[src/hwip_pkg.sv]
// Shared types, codes and hash constants for the hashed weighted index pick block.
package hwip_pkg;

	// Function codes of a request
	localparam logic [1:0] FUNC_WRITE = 2'd0;
	localparam logic [1:0] FUNC_LEN   = 2'd1;
	localparam logic [1:0] FUNC_PICK  = 2'd2;
	localparam logic [1:0] FUNC_NONE  = 2'd3;

	// Mixer constants
	localparam logic [31:0] MIX_GOLD = 32'd2654435761;
	localparam logic [31:0] MIX_C1   = 32'd2246822519;
	localparam logic [31:0] MIX_C2   = 32'd3266489917;

	// Number of distinct slot salts
	localparam int SALTED_SLOTS = 7;

	typedef struct packed {
		logic [1:0]         func;
		logic [2:0]         slot;
		logic [3:0]         entry_index;
		logic signed [31:0] weight;
		logic [4:0]         list_len;
		logic signed [31:0] employee_id;
	} req_t;

	typedef struct packed {
		logic signed [4:0] picked_index;
		logic              none_found;
	} rsp_t;

	// Slot salt already multiplied by the golden constant; slots 0 and 7 share the default salt
	function automatic logic [31:0] salt_premix(input logic [2:0] slot);
		logic [63:0] p;
		begin
			case (slot)
				3'd1:    p = 64'h846CA68B * 64'(MIX_GOLD);
				3'd2:    p = 64'hD168AAAD * 64'(MIX_GOLD);
				3'd3:    p = 64'hAF251AF3 * 64'(MIX_GOLD);
				3'd4:    p = 64'hB55A4F09 * 64'(MIX_GOLD);
				3'd5:    p = 64'h1B03738C * 64'(MIX_GOLD);
				3'd6:    p = 64'h4DD81482 * 64'(MIX_GOLD);
				default: p = 64'h7FEB352D * 64'(MIX_GOLD);
			endcase
			salt_premix = p[31:0];
		end
	endfunction

endpackage

[src/hwip_front.sv]
// Front end: accepts requests, drops unused function codes, queues the rest.
module hwip_front (
	input  logic              clk,
	input  logic              arst_n,
	input  hwip_pkg::req_t    req,
	input  logic              req_valid,
	output logic              req_stall,
	output hwip_pkg::req_t    q_item,
	output logic              q_valid,
	input  logic              q_pop
);

	logic                   wr_ptr_q;
	logic                   rd_ptr_q;
	logic [1:0]             count_q;
	hwip_pkg::req_t         fifo_q [2];
	logic                   push;

	assign req_stall = (count_q == 2'd2);
	assign push      = req_valid && !req_stall && (req.func != hwip_pkg::FUNC_NONE);
	assign q_valid   = (count_q != 2'd0);
	assign q_item    = fifo_q[rd_ptr_q];

	// Queue storage
	always_ff @(posedge clk) begin
		if (push) begin
			fifo_q[wr_ptr_q] <= req;
		end
	end

	// Queue pointers and fill count
	always_ff @(posedge clk or negedge arst_n) begin
		if (!arst_n) begin
			wr_ptr_q <= 1'b0;
			rd_ptr_q <= 1'b0;
			count_q  <= 2'd0;
		end else begin
			if (push) begin
				wr_ptr_q <= !wr_ptr_q;
			end
			if (q_pop) begin
				rd_ptr_q <= !rd_ptr_q;
			end
			case ({push, q_pop})
				2'b10:   count_q <= count_q + 2'd1;
				2'b01:   count_q <= count_q - 2'd1;
				default: count_q <= count_q;
			endcase
		end
	end

endmodule

[config.mk]
export PLATFORM = sky130hd
export DESIGN_NAME = hwip_front
export DESIGN_NICKNAME = d
export VERILOG_FILES = /design/src/hwip_pkg.sv /design/src/hwip_front.sv
export SDC_FILE = /design/constraint.sdc
export NUM_CORES = 1
export LEC_CHECK = 0
export ABC_AREA = 1
export BUFFER_PORTS_ARGS = -buffer_cell sky130_fd_sc_hd__buf_2
export CORE_AREA = 2 2 93 139
export CTS_CLUSTER_SIZE = 24
export DETAILED_ROUTE_END_ITERATION = 10
export DIE_AREA = 0 0 95 141
export PLACE_DENSITY = 0.75
export REMOVE_ABC_BUFFERS = 1
export SYNTH_ARGS = -nofsm -noshare
export SYNTH_HDL_FRONTEND = slang
export SYNTH_SLANG_ARGS = --single-unit
[constraint.sdc]
create_clock -name clk -period 7.5 [get_ports clk]
set_input_delay 0.75 -clock clk [delete_from_list [all_inputs] [get_ports clk]]
set_output_delay 0.75 -clock clk [all_outputs]
set_load 0.02 [all_outputs]
== After elaboration in Yosys (flattened, before gate mapping) ==
Memory sizes are Yosys's and may differ from the RTL's.
Cells that the tools add are included.

* Memories: 1
* Memory bits (read-only): 0
* Input bits: 82
* Register bits: 4
* Logic and storage cells: 20
* Memory bits (writable): 156
* Latch bits: 0

* Div/mod/pow operators: 0
* Equality and inequality tests: 4
* Reductions and logical operators: 7
* Order comparisons: 0
* Shift-type cells: 0
* Bitwise logic cells: 0
* Multiply operators: 0
* $add $sub $neg: 2
* Multiplexer cells: 3

{| class="wikitable"
|+ Memory list
! name !! depth !! bits a word !! rd ports !! clocked after memory_dff !! write ports !! line !! text
|-
| fifo_q || 2 || 78 || 1 || 0 || 1 || hwip_front.sv:16 || <nowiki>hwip_pkg::req_t fifo_q [2];</nowiki>
|}

{| class="wikitable"
|+ Operator list
! cell !! count
|-
| 2-bit equality test (second input constant) || 2
|-
| 2-bit one-hot mux with 2 select lines || 1
|-
| 2-bit nonzero test || 2
|-
| 1-bit logical NOT || 3
|-
| 2-bit by 1-bit adder with 2-bit output (second input constant) || 1
|-
| 2-bit by 1-bit equality test with 1-bit output (second input constant) || 1
|-
| 1-bit logical AND || 2
|-
| 1-bit 2-to-1 mux || 2
|-
| 2-bit != test (second input constant) || 1
|-
| 2-bit by 1-bit subtractor with 2-bit output (second input constant) || 1
|}

== Longest topological paths before layout ==
* Depth after elaboration: 6
* Mapped depth: 9
* Gate-level depth less buffers: 9

== Worst setup path after synthesis ==
No wires, ideal clock.

* Path type: input-to-reg
* Start: input req[76] in the netlist's numbering
* End: memory fifo_q[1][0] in the netlist's numbering (enable)
* Library setup time: 515 ps
* Required time: 6,985 ps
* Stages on the path: 3
* Setup slack: 2,783 ps
* Path buffers: 0
* Data arrival time: 4,202 ps
* Cell sequence: nand2_1 -> nand3_1 -> nor2_1

* Word-level cells in the longest chain between the ends: 4

{| class="wikitable"
|+ RTL lines
! what !! line !! text
|-
| start: declaration || hwip_front.sv:5 || <nowiki>input hwip_pkg::req_t req,</nowiki>
|-
| 2-bit != test || hwip_front.sv:20 || <nowiki>assign push = req_valid && !req_stall && (req.func != hwip_pkg::FUNC_NONE);</nowiki>
|-
| 1-bit logical AND || hwip_front.sv:20 ||
|-
| 1-bit 2-to-1 mux || hwip_front.sv:26 || <nowiki>if (push) begin</nowiki>
|-
| 1-bit 2-to-1 mux (not written as such) || hwip_front.sv:27 || <nowiki>fifo_q[wr_ptr_q] <= req;</nowiki>
|-
| end: declaration || hwip_front.sv:16 ||
|}

No other way between the ends.

==> run metrics <==
Primary FF master, synth=edfxtp_1; CP arrival=2480 ps; Max VDD drop=roughly 510 uV; Yosys top cell area share=78.3%; Slowest cell on crit path=buf_4; Distinct cells, synth=15; Power Density=397 mW/mm^2; setup_tns=0 ps; Area growth, synth to finish=25.6%; CTS tree=yes; DRC=0; io pins=~160; sequential element share of the synthesized area=80.0%; Final Hold Fails=0; most numerous cell in the Yosys netlist=edfxtp_1; Cells after Synth=435; die width=95 microns; maximum fanout along the worst path=roughly 140; Final Max Slew Viols=0; die height=~140 microns; Setup-failing EPs final=0; final period utilization=43.0%; die footprint=0.0134 sq mm; via count=3701; Static Leak=3.21 nW; share of cells above drive strength 1=31.9%; # hold bufs at CTS=0; Post-DP Area=0.00691 sq mm; routed len/inst=14.6 microns; Design Area, Final=~0.0075 sq mm; CTS H-tree lvls=4; PortBufs=161; RSZ-0062 raised after global routing=false; Reg clk slew, reported paths=60 ps; final net count=684; worst min path class=input port to async pin; status=complete, no violations; delay-heaviest family, CP=buffers and inverters; Post-synth ARST share=about 2.5%; root buffer cell=clkbuf_16; grt ovf=0; DP HPWL=7680 microns; post-cts gate resize count=0; TritonRoute pass-1 iters=4; pin count of the biggest net entering global routing=139; max cap viols=0; crit-path cells=buf_4, o21ai_0, buf_2; Worst-Skew Late Latency=~400 ps; Max Clock Freq=about 310 MHz; Tightest Pin Transition=1120 ps; Post-synth EDFFs=156; worst hold slack=142 ps; worst reg2reg endpoint=fifo_q[1][68]; Core Region=0.0123 sq mm; CP peak stage delay=approximately 830 ps; R2R cell count=5; final weighted congestion in routability-driven placement=0.762; clock skew=8.09 ps; synth cell count leaders=edfxtp_1, nand2_1, inv_1, o21ai_0, buf_4; crit path buf inv count=2; Relative slew margins=about a quarter; first-pass GRT wire length=17000 microns; minimum clock period=3230 ps; cells taking the most area after synthesis=edfxtp_1, o21ai_0, nand2_1, inv_1, dfrtp_1; Post-CTS Setup Inserts=0; Routed Antenna Nets=0; row count=50; vias in the first global route=3668; antenna violations before repair=4; syn_area_per_cell=13.7 sq um; crit path kind=flip-flop to primary output; Setup crit start kind=flip-flop; Total Wirelength=11300 microns; initial core utilization=48.5%; biggest area consumer among synthesized cells=edfxtp_1; R2R setup slack=a little over 5000 ps; GRT Util Overall=17.2%; via/cell ratio=4.80; clk buf depth=2; synthesized area=between 0.005 and 0.006 sq mm; YS warnings=0; synthesized flop and latch total=160; reg2reg start=count_q[0]; initial DRC count=178; Worst EP required=6750 ps; element type at the critical path end=primary output; Sink Count=between 150 and 200; TritonCTS Buffers=17
worst register-to-register path, delay by kind of cell, from the launching register on:
kind / cells / cell delay, ps
buffers and inverters: 2 / 810
AND/OR/NAND/NOR: 3 / 780
flip-flops: 1 / 390
cell type report:
class                           count  area [sq um]
Fill cell                         979          4810
Timing Repair Buffer              164           828
Multi-Input combinational cell    173           781
Sequential cell                   160          4790
Tap cell                          156           195
Clock inverter                     13           163
Inverter                           85           320
Antenna cell                        1          2.50
Clock buffer                       19           433
where the power goes:
group | switching, mW | internal (mW) | total (mW)
clock | 0.325 | 0.524 | 0.849
combinational | 0.659 | 0.255 | 0.914
sequential | 0.0516 | 1.17 | 1.22
placed cells by master (no fill, tap or decap), types with 2 or more instances in the layout:
master / instances
clkinv_4: 3
o21ai_0: 71
nand2_1: 87
clkbuf_1: 2
buf_4: 3
bufinv_16: 3
nand4_1: 2
clkinvlp_4: 2
edfxtp_1: 156
o21ai_1: 7
clkbuf_16: 17
inv_1: 84
buf_2: 161
clkinv_2: 3
nand3_1: 2
dfrtp_1: 3
inv_6: 2
sequential cells by signal, indices dropped and copies added, names as in the netlist:
| register | count |
|---|---|
| wr_ptr_q | 1 |
| rd_ptr_q | 1 |
| count_q | 2 |
| fifo_q | 156 |
logic make-up after synthesis:
| family | count (synthesis) | synth area share [%] |
|---|---|---|
| DFF | 160 | 80.0 |
| buffers and inverters | 102 | 7.05 |
| xor gates and xnor gates | 2 | 0.293 |
| adders and majority gates | 1 | 0.209 |
| and+or+nand+nor | 92 | 5.90 |
| AOI/OAI and AO/OA | 78 | 6.53 |
stage by stage:
step | util [%] | total power, mW | instances | setup WS, ps
4_1_cts | 60.9 | 3.02 | 770 | 4270
3_5_place_dp | 56.1 | 2.17 | 738 | 4700
5_1_grt | 60.9 | 3.15 | 771 | 4060
3_3_place_gp | 56.1 | 2.14 | 738 | 4730
6_report | 60.9 | 2.99 | 771 | 4270
2_1_floorplan | - | 1.84 | 418 | 2780
worst max path at each step:
stage,endpoint,slack [ps],cells past startpoint,startpoint
floorplan,fifo_q[1][0],2780,3,req[76]
global placement,q_item[75],4730,3,rd_ptr_q
detailed placement,fifo_q[1][39],4700,5,req[76]
CTS,q_item[75],4270,3,rd_ptr_q
global route,q_item[75],4060,3,rd_ptr_q
finish,q_item[75],4270,3,rd_ptr_q
per-layer routing:
| layer | up-vias | global-route usage, % | routed length (microns) |
|---|---|---|---|
| li1 | 1803 | - | - |
| met1 | 1743 | 15.6 | 3760 |
| met2 | 119 | 32.8 | 6530 |
| met3 | 30 | 5.40 | 578 |
| met4 | 6 | 8.85 | 346 |
| met5 | - | 0 | 41 |
No activity file was read; power rests on OpenSTA's default activity.
